===== src/rtl/gpioei_pkg.sv =====
// Package for the GPIO port with edge interrupts: widths, pin masks,
// function and register index codes.
// No dependencies.
`default_nettype none

package gpioei_pkg;

  localparam int PIN_COUNT = 16;
  localparam int PINS_W    = 16;
  localparam int DATA_W    = 32;
  localparam int FUNC_W    = 2;
  localparam int IDX_W     = 4;

  localparam int AFL_PINS = (PIN_COUNT > 8) ? 8 : PIN_COUNT;
  localparam int AFH_PINS = (PIN_COUNT > 8) ? PIN_COUNT - 8 : 0;

  localparam logic [PINS_W-1:0] PIN_MASK  = PINS_W'((64'd1 << PIN_COUNT) - 64'd1);
  localparam logic [DATA_W-1:0] PAIR_MASK = DATA_W'((64'd1 << (2 * PIN_COUNT)) - 64'd1);
  localparam logic [DATA_W-1:0] AFL_MASK  = DATA_W'((64'd1 << (4 * AFL_PINS)) - 64'd1);
  localparam logic [DATA_W-1:0] AFH_MASK  = DATA_W'((64'd1 << (4 * AFH_PINS)) - 64'd1);

  typedef enum logic [FUNC_W-1:0] {
    FUNC_READ   = 2'd0,
    FUNC_WRITE  = 2'd1,
    FUNC_SAMPLE = 2'd2
  } func_t;

  typedef enum logic [IDX_W-1:0] {
    REG_MODE    = 4'd0,
    REG_OTYPE   = 4'd1,
    REG_SPEED   = 4'd2,
    REG_PULL    = 4'd3,
    REG_INPUT   = 4'd4,
    REG_OUTPUT  = 4'd5,
    REG_AFL     = 4'd6,
    REG_AFH     = 4'd7,
    REG_RISE    = 4'd8,
    REG_FALL    = 4'd9,
    REG_MASK    = 4'd10,
    REG_PENDING = 4'd11
  } reg_idx_t;

endpackage

`default_nettype wire


===== src/rtl/gpio_port_with_edge_interrupts_core.sv =====
// GPIO port with edge interrupts: bus register file, pin sampling, edge
// latch and per-pin drive controls. Depends on gpioei_pkg.
//
//   channel  direction  handshake             payload
//   in       to core    in_valid / in_stall   func, reg_index, write_data, pin_levels
//   out      from core  out_valid / out_stall read_data, irq, pin_drive,
//                                             drive_enable, open_drain
//
// One transfer per cycle while out is not stalled; a result passes from its
// input transfer through the input register, then the result register.
// The register file is updated as the item moves from input to result register.
// rst (synchronous) clears the port registers to zero and empties both stages.
// A stall on out holds the result register; in stalls only while the input
// register is full and cannot move on.
`default_nettype none

module gpio_port_with_edge_interrupts_core (
  input  wire logic                            clk,
  input  wire logic                            rst,
  input  wire logic                            in_valid,
  output      logic                            in_stall,
  input  wire logic [gpioei_pkg::FUNC_W-1:0]   func,
  input  wire logic [gpioei_pkg::IDX_W-1:0]    reg_index,
  input  wire logic [gpioei_pkg::DATA_W-1:0]   write_data,
  input  wire logic [gpioei_pkg::PINS_W-1:0]   pin_levels,
  output      logic                            out_valid,
  input  wire logic                            out_stall,
  output      logic [gpioei_pkg::DATA_W-1:0]   read_data,
  output      logic                            irq,
  output      logic [gpioei_pkg::PINS_W-1:0]   pin_drive,
  output      logic [gpioei_pkg::PINS_W-1:0]   drive_enable,
  output      logic [gpioei_pkg::PINS_W-1:0]   open_drain
);
  import gpioei_pkg::*;

  // input register
  logic                s_valid;
  func_t               s_func;
  reg_idx_t            s_idx;
  logic [DATA_W-1:0]   s_wdata;
  logic [PINS_W-1:0]   s_pins;
  logic                s_adv;
  logic                s_fire;

  // port registers
  logic [DATA_W-1:0]   pin_mode,        pin_mode_next;
  logic [PINS_W-1:0]   output_type,     output_type_next;
  logic [DATA_W-1:0]   output_speed,    output_speed_next;
  logic [DATA_W-1:0]   pull_select,     pull_select_next;
  logic [PINS_W-1:0]   input_data,      input_data_next;
  logic [PINS_W-1:0]   output_data,     output_data_next;
  logic [DATA_W-1:0]   alt_low,         alt_low_next;
  logic [DATA_W-1:0]   alt_high,        alt_high_next;
  logic [PINS_W-1:0]   rise_enable,     rise_enable_next;
  logic [PINS_W-1:0]   fall_enable,     fall_enable_next;
  logic [PINS_W-1:0]   irq_mask,        irq_mask_next;
  logic [PINS_W-1:0]   pending,         pending_next;
  logic [PINS_W-1:0]   previous_levels, previous_levels_next;

  logic [PINS_W-1:0]   levels;
  logic [DATA_W-1:0]   rdata;
  logic [PINS_W-1:0]   drive_next;

  assign s_adv    = !out_valid || !out_stall;
  assign s_fire   = s_valid && s_adv;
  assign in_stall = s_valid && !s_adv;

  always_ff @(posedge clk) begin
    if (rst) begin
      s_valid <= 1'b0;
    end else if (!in_stall) begin
      s_valid <= in_valid;
    end
  end

  always_ff @(posedge clk) begin
    if (in_valid && !in_stall) begin
      s_func  <= func_t'(func);
      s_idx   <= reg_idx_t'(reg_index);
      s_wdata <= write_data;
      s_pins  <= pin_levels;
    end
  end

  assign levels = s_pins & PIN_MASK;

  always_comb begin
    pin_mode_next        = pin_mode;
    output_type_next     = output_type;
    output_speed_next    = output_speed;
    pull_select_next     = pull_select;
    input_data_next      = input_data;
    output_data_next     = output_data;
    alt_low_next         = alt_low;
    alt_high_next        = alt_high;
    rise_enable_next     = rise_enable;
    fall_enable_next     = fall_enable;
    irq_mask_next        = irq_mask;
    pending_next         = pending;
    previous_levels_next = previous_levels;
    rdata                = '0;
    unique case (s_func)
      FUNC_READ: begin
        unique case (s_idx)
          REG_MODE:    rdata = pin_mode;
          REG_OTYPE:   rdata = DATA_W'(output_type);
          REG_SPEED:   rdata = output_speed;
          REG_PULL:    rdata = pull_select;
          REG_INPUT:   rdata = DATA_W'(input_data);
          REG_OUTPUT:  rdata = DATA_W'(output_data);
          REG_AFL:     rdata = alt_low;
          REG_AFH:     rdata = alt_high;
          REG_RISE:    rdata = DATA_W'(rise_enable);
          REG_FALL:    rdata = DATA_W'(fall_enable);
          REG_MASK:    rdata = DATA_W'(irq_mask);
          REG_PENDING: rdata = DATA_W'(pending);
          default:     rdata = '0;
        endcase
      end
      FUNC_WRITE: begin
        unique case (s_idx)
          REG_MODE:    pin_mode_next     = s_wdata & PAIR_MASK;
          REG_OTYPE:   output_type_next  = s_wdata[PINS_W-1:0] & PIN_MASK;
          REG_SPEED:   output_speed_next = s_wdata & PAIR_MASK;
          REG_PULL:    pull_select_next  = s_wdata & PAIR_MASK;
          REG_OUTPUT:  output_data_next  = s_wdata[PINS_W-1:0] & PIN_MASK;
          REG_AFL:     alt_low_next      = s_wdata & AFL_MASK;
          REG_AFH:     alt_high_next     = s_wdata & AFH_MASK;
          REG_RISE:    rise_enable_next  = s_wdata[PINS_W-1:0] & PIN_MASK;
          REG_FALL:    fall_enable_next  = s_wdata[PINS_W-1:0] & PIN_MASK;
          REG_MASK:    irq_mask_next     = s_wdata[PINS_W-1:0] & PIN_MASK;
          REG_PENDING: pending_next      = pending & ~(s_wdata[PINS_W-1:0] & PIN_MASK);
          default:     ;
        endcase
      end
      FUNC_SAMPLE: begin
        pending_next = (pending
                        | (levels & ~previous_levels & rise_enable)
                        | (previous_levels & ~levels & fall_enable)) & PIN_MASK;
        input_data_next      = levels;
        previous_levels_next = levels;
      end
      default: ;
    endcase
  end

  // mode 01 (output) or 10 (alternate function) drives the pin
  always_comb begin
    drive_next = '0;
    for (int i = 0; i < PIN_COUNT; i++) begin
      drive_next[i] = pin_mode_next[2*i] ^ pin_mode_next[2*i+1];
    end
  end

  always_ff @(posedge clk) begin
    if (rst) begin
      pin_mode        <= '0;
      output_type     <= '0;
      output_speed    <= '0;
      pull_select     <= '0;
      input_data      <= '0;
      output_data     <= '0;
      alt_low         <= '0;
      alt_high        <= '0;
      rise_enable     <= '0;
      fall_enable     <= '0;
      irq_mask        <= '0;
      pending         <= '0;
      previous_levels <= '0;
    end else if (s_fire) begin
      pin_mode        <= pin_mode_next;
      output_type     <= output_type_next;
      output_speed    <= output_speed_next;
      pull_select     <= pull_select_next;
      input_data      <= input_data_next;
      output_data     <= output_data_next;
      alt_low         <= alt_low_next;
      alt_high        <= alt_high_next;
      rise_enable     <= rise_enable_next;
      fall_enable     <= fall_enable_next;
      irq_mask        <= irq_mask_next;
      pending         <= pending_next;
      previous_levels <= previous_levels_next;
    end
  end

  always_ff @(posedge clk) begin
    if (rst) begin
      out_valid <= 1'b0;
    end else if (s_adv) begin
      out_valid <= s_valid;
    end
  end

  always_ff @(posedge clk) begin
    if (s_fire) begin
      read_data    <= rdata;
      irq          <= |(pending_next & irq_mask_next);
      pin_drive    <= output_data_next;
      drive_enable <= drive_next;
      open_drain   <= output_type_next;
    end
  end

`ifndef NO_ASSERTIONS
  a_irq_tracks_state: assert property (@(posedge clk) disable iff (rst)
    s_fire |=> irq == |(pending & irq_mask))
    else $error("irq does not match pending and mask");

  a_read_data_zero: assert property (@(posedge clk) disable iff (rst)
    s_fire && s_func != FUNC_READ |=> read_data == '0)
    else $error("read_data nonzero on a non-read transfer");

  a_pending_sets_on_sample: assert property (@(posedge clk) disable iff (rst)
    s_fire && s_func != FUNC_SAMPLE |=> (pending & ~$past(pending)) == '0)
    else $error("pending bit set without a sample tick");

  a_pending_in_range: assert property (@(posedge clk) disable iff (rst)
    (pending & ~PIN_MASK) == '0)
    else $error("pending bit set on an unused pin");
`endif

endmodule

`default_nettype wire


===== config.mk =====
export PLATFORM = sky130hd
export DESIGN_NAME = gpio_port_with_edge_interrupts_core
export DESIGN_NICKNAME = d
export VERILOG_FILES = /design/src/rtl/gpioei_pkg.sv /design/src/rtl/gpio_port_with_edge_interrupts_core.sv
export SDC_FILE = /design/constraint.sdc
export NUM_CORES = 1
export LEC_CHECK = 0
export BUFFER_PORTS_ARGS = -buffer_cell sky130_fd_sc_hd__buf_2
export CORE_UTILIZATION = 59
export CTS_BUF_LIST = sky130_fd_sc_hd__clkbuf_4
export CTS_CLUSTER_DIAMETER = 80
export DETAILED_ROUTE_END_ITERATION = 6
export PLACE_DENSITY = 0.79
export SLEW_MARGIN = 20
export SYNTH_ARGS = -nofsm -noshare
export SYNTH_HDL_FRONTEND = slang
export SYNTH_SLANG_ARGS = --single-unit
export TNS_END_PERCENT = 5

===== constraint.sdc =====
create_clock -name clk -period 4.97 [get_ports clk]
set_input_delay 0.994 -clock clk [delete_from_list [all_inputs] [get_ports clk]]
set_output_delay 0.994 -clock clk [all_outputs]
set_load 0.02 [all_outputs]

### Word level (Yosys, flattened, before mapping)

Index checks and enable logic that the tools add are counted.

* flip-flop bits (word level): 409
* input port bits: 58
* output and inout bits: 83

* equal/unequal tests: 13
* muxes and demuxes: 11
* bitwise logic cells: 27
* reductions and logical operators: 18

Operator list (number)
* 32-bit case mux with 12 select lines: 1
* 16-bit two-way mux: 7
* 16-bit bitwise AND: 6
* 32-bit two-way mux: 2
* 16-bit NOT: 3
* 16-bit bitwise OR: 2
* 16-bit case mux with 2 select lines: 1
* 3-bit AND reduction: 6
* 4-bit by 3-bit == test with 1-bit output (second input constant): 4
* 4-bit == test (second input constant): 4
* 16-bit OR reduction: 1
* 1-bit bitwise XOR: 16
* 4-bit by 2-bit == test with 1-bit output (second input constant): 2
* 4-bit by 1-bit == test with 1-bit output (second input constant): 1
* 1-bit logical NOT: 4
* 4-bit logical NOT: 1
* 1-bit logical AND: 3
* 2-bit by 1-bit == test with 1-bit output (second input constant): 1
* 2-bit == test (second input constant): 1
* 2-bit logical NOT: 1
* 2-bit AND reduction: 1
* 1-bit logical OR: 1

### Logic depth before layout (Yosys ltp)

* depth after elaboration: 8
* gate-level depth with buffers: 10
* depth with buffers taken out: 7

### Worst setup path before layout

Ideal clock, no wire load.

* path kind: in2reg
* from: in out_stall
* to: reg drive_enable[0] in the netlist's numbering (enable)
* setup time: 0.477 ns
* arrival time: 4.074 ns
* data required time: 4.493 ns
* setup slack: 0.419 ns
* stages: 6
* buffers on the path: 3
* path through: nand2_1 nand2_1 inv_2 clkbuf_1 clkbuf_1 clkbuf_1

* cells in the longest elaborated chain, start to end: 3

RTL lines
* start, declared: RTL line gpio_port_with_edge_interrupts_core.sv:27 `input wire logic out_stall,`
* 1-bit logical NOT: RTL line gpio_port_with_edge_interrupts_core.sv:64 `assign s_adv = !out_valid || !out_stall;`
* 1-bit logical OR: RTL line gpio_port_with_edge_interrupts_core.sv:64
* 1-bit logical AND: RTL line gpio_port_with_edge_interrupts_core.sv:65 `assign s_fire = s_valid && s_adv;`
* named net s_fire: RTL line gpio_port_with_edge_interrupts_core.sv:43 `logic s_fire;`
* end signal, assigned: RTL line gpio_port_with_edge_interrupts_core.sv:200 `drive_enable <= drive_next;`
* end, declared: RTL line gpio_port_with_edge_interrupts_core.sv:31 `output logic [gpioei_pkg::PINS_W-1:0] drive_enable,`

The timed path passes the listed nets, and every way through them passes these cells.
A chain may end at the register's enable or synchronous reset.

### Worst setup path in the final report

* from: reg s_idx[3]
* to: reg irq, data pin

* cells in the longest elaborated chain, start to end: 5
* elaborated cells on any way between the ends: 8

RTL lines
* start, declared: RTL line gpio_port_with_edge_interrupts_core.sv:39 `reg_idx_t s_idx;`
* start signal, assigned: RTL line gpio_port_with_edge_interrupts_core.sv:79 `s_idx <= reg_idx_t'(reg_index);`
* 4-bit == test: RTL line gpio_port_with_edge_interrupts_core.sv:121 `unique case (s_idx)`
* 16-bit two-way mux: RTL line gpio_port_with_edge_interrupts_core.sv:121
* 16-bit case mux with 2 select lines or 16-bit two-way mux (tied branches): RTL line gpio_port_with_edge_interrupts_core.sv:102 `unique case (s_func)`
* 16-bit bitwise AND (*): RTL line gpio_port_with_edge_interrupts_core.sv:198 `irq <= |(pending_next & irq_mask_next);`
* 16-bit OR reduction (*): RTL line gpio_port_with_edge_interrupts_core.sv:198
* end signal, assigned: RTL line gpio_port_with_edge_interrupts_core.sv:198
* end, declared: RTL line gpio_port_with_edge_interrupts_core.sv:29 `output logic irq,`

Mark *: on every way between the ends. The rest lies on a longest branch, timed or not.

==> reports/results.txt <==
CP Capture Type: flop
Hold WC Path Type: input port to flop
Placed Cells: 2,193
Cts bufs inserted: 101
CP Cell Sequence: and4b_1 -> buf_4 -> a21oi_1 -> o22a_1 -> a2111oi_0 -> nand4_1
Status: finished clean
CP arrival: 3870 ps
Pwr/cell area: 350.6 mW/mm2
WL/cell: 20.83 um
Synth warnings: 0
Core area: 0.02863 mm2
Final Net Count: 1,974
Ys flop type: dfxtp_1
Crit Path Category: flop to flop
Critical path buffers and inverters: 1
DRC: 0
Mean number of vias per cell: 6.161
Congestion Overflow GR: 0
Tmin final: 3413 ps
Slew HR: 0.4043
CTS Buffer Depth: 3
Fin Setup TNS: 0 ps
Post-synth EDFFs: 135
Yosys reg bits: 409
Die Width: 172.5 um
PostCTS Resize Cnt: 0
Hold_buf cts: 0
Critical path data required time: 5430 ps
FILL cells: 2,267
Period utilisation layout: 0.6867
Htree depth: 3
Post-Syn Area: 0.01715 mm2
Setup violators final: 0
CTS tree: done
Tot GR Track Use: 0.3296
Slew Limit Fails: 0
Critical path's slowest cell: edfxtp_1
Area delta synth->final: 13.37%
Io pins: 141
Final Hold Violating Endpoints: 0
Synth Instances: 1,785
Critical path's largest stage delay: 940 ps
Clk_lat worst skew: 760 ps
Share of cells above drive strength 1: 0.1851
Slew @ Worst Pin: 893.6 ps
Final Instance Count excl. Fillers: 2,384
Vias in the first global route: 13.99k
Clock-pin slew on the worst setup and hold paths: 70 ps
Largest net degree at the start of global routing: 255
RSZ-0062 raised after global routing: false
Syn_area_per_cell: 9.610 um2
DR pass1 iterations: 6
Leak pwr: 7.097 nW
Syn_nets: 1,846
Row cnt: 62
Crit start category: flop
Initial antenna violation count: 1
Final Skew: 58.79 ps
Max Cap Violations: 0
Postcts setup bufs: 0
CTS Sinks: 409
Routed Antenna Nets: 0
Die area: 0.02976 mm2
HPWL Detailed: 30,400 um
GPL Wtd Cong: 0.9759
Initial core utilization: 0.5993
Synth unique cells: 52
Initial drt markers: 1,918
Post-Route WL: 49,650 um
First-pass GRT wire length: 77,080 um
Async set or reset register ratio after synthesis: 0
CP max FO: 18
PortBufs: 140
Root buffer cell: clkbuf_4
Sequential area share after synthesis: 0.5561
Worst vdd ir: 0.2252 mV
Die Y: 172.5 um
Worst path top cell family by delay: simple AND/OR/NAND/NOR gates
Maximum clock rate: 293.0 MHz
Detailed-route via count: 14.69k
==> flip-flops by register name (all words and copies together), names as in the netlist, 32 cells and up <==
name	count
s_wdata	32
pin_mode	32
alt_high	32
read_data	32
output_speed	32
alt_low	32
pull_select	32
==> synthesized netlist by cell type (3+ instances only) <==
cell type | number | area share
a22oi_1 | 56 | 0.025
and2_1 | 4 | 0.0015
mux2_1 | 31 | 0.020
mux2i_1 | 45 | 0.026
o211a_1 | 7 | 0.0041
a221oi_1 | 48 | 0.025
nor2_1 | 59 | 0.013
a31oi_1 | 32 | 0.012
o22a_1 | 4 | 0.0020
a22o_1 | 31 | 0.016
clkbuf_1 | 108 | 0.024
inv_1 | 14 | 0.0031
or2_2 | 7 | 0.0026
edfxtp_1 | 135 | 0.24
o21ai_0 | 18 | 0.0053
o21a_1 | 12 | 0.0053
a21o_1 | 24 | 0.011
buf_4 | 5 | 0.0022
nand3b_1 | 32 | 0.014
nand2_1 | 467 | 0.10
xnor2_1 | 16 | 0.0082
a21oi_1 | 218 | 0.064
o21ai_1 | 15 | 0.0044
a2111oi_0 | 4 | 0.0020
xor2_1 | 16 | 0.0082
dfxtp_1 | 274 | 0.32
mux2_2 | 5 | 0.0033
ha_1 | 3 | 0.0022
nor4bb_1 | 3 | 0.0018
buf_2 | 33 | 0.0096
a222oi_1 | 12 | 0.0070
and3_1 | 10 | 0.0036
nand3_1 | 13 | 0.0038
==> cells in the final DEF, fill, tap and decap left out, types with 13 or more instances in the layout <==
master,netlist,final
mux2_1,31,31
clkinv_1,2,26
inv_1,14,14
a21oi_1,218,218
a21o_1,24,24
xor2_1,16,16
clkbuf_4,0,154
a22o_1,31,31
a31oi_1,32,32
xnor2_1,16,16
o21ai_0,18,18
buf_4,5,31
dfxtp_1,274,274
nand3b_1,32,32
nand3_1,13,13
a22oi_1,56,56
buf_2,33,139
nand2_1,467,466
mux2i_1,45,45
a221oi_1,48,48
edfxtp_1,135,135
o21ai_1,15,15
nor2_1,59,58
==> final timing paths <==
| kind | slack (ps) | depth (start not counted) | start | endpoint |
|---|---|---|---|---|
| hold / removal | 410 | 1 | write_data[22] | s_wdata[22] |
| hold reg to reg | 450 | 2 | pull_select[20] | pull_select[20] |
| setup / recovery | 1560 | 6 | s_idx[3] | irq |
| setup reg to reg | 1560 | 6 | s_idx[3] | irq |
==> cell families after synthesis <==
logic type                 share of synthesized area
buffers and inverters                        0.04004
and+or+nand+nor                               0.1548
adders and majority gates                   0.002188
AOI/OAI and AO/OA                             0.1807
muxes                                        0.04989
DFF                                           0.5561
xor gates and xnor gates                     0.01634
==> final cells by class <==
cell class,instances,area [um2],share of cell area
multi-input cells,1211,7008,0.3604
repair buffers,173,987.2,0.05076
well taps,384,480.5,0.02471
clock buffers,154,1156,0.05945
inverters,17,66.31,0.003410
clock inverters,35,207.7,0.01068
flip-flops and latches,409,9539,0.4905
diodes,1,2.502,0.0001287
==> metrics by stage <==
stage,hold WS (ps),total power (W),util,cell area (um2),setup WS [ps]
floorplan,436.0,0.003840,-,17150,419.5
global placement,440.9,0.003974,0.6306,18050,1665
detailed placement,446.3,0.003981,0.6307,18050,1600
CTS,365.5,0.006837,0.6783,19420,1672
global route,367.8,0.007055,0.6794,19450,1481
finish,406.0,0.006818,0.6794,19450,1557
==> routing by layer <==
| layer | up-vias | GRT usage | part of all wire |
|---|---|---|---|
| li1 | 6661 | - | - |
| met1 | 6919 | 0.4365 | 0.39 |
| met2 | 939 | 0.5247 | 0.46 |
| met3 | 170 | 0.05327 | 0.11 |
| met4 | 0 | 0.1652 | 0.042 |
| met5 | - | 0 | 0 |
==> where the power goes <==
group          leakage (nW)  internal (W)  switching (W)
logic                  2.76     0.0000966       0.000220
registers              3.54       0.00351      0.0000870
clock network         0.803       0.00153        0.00137
==> worst register-to-register path, stage by stage (launching register included) <==
cell	delay, ps
edfxtp_1	940
and4b_1	760
buf_4	380
a21oi_1	110
o22a_1	240
a2111oi_0	500
nand4_1	200
Note: power is estimated with default switching activity, not from simulation.
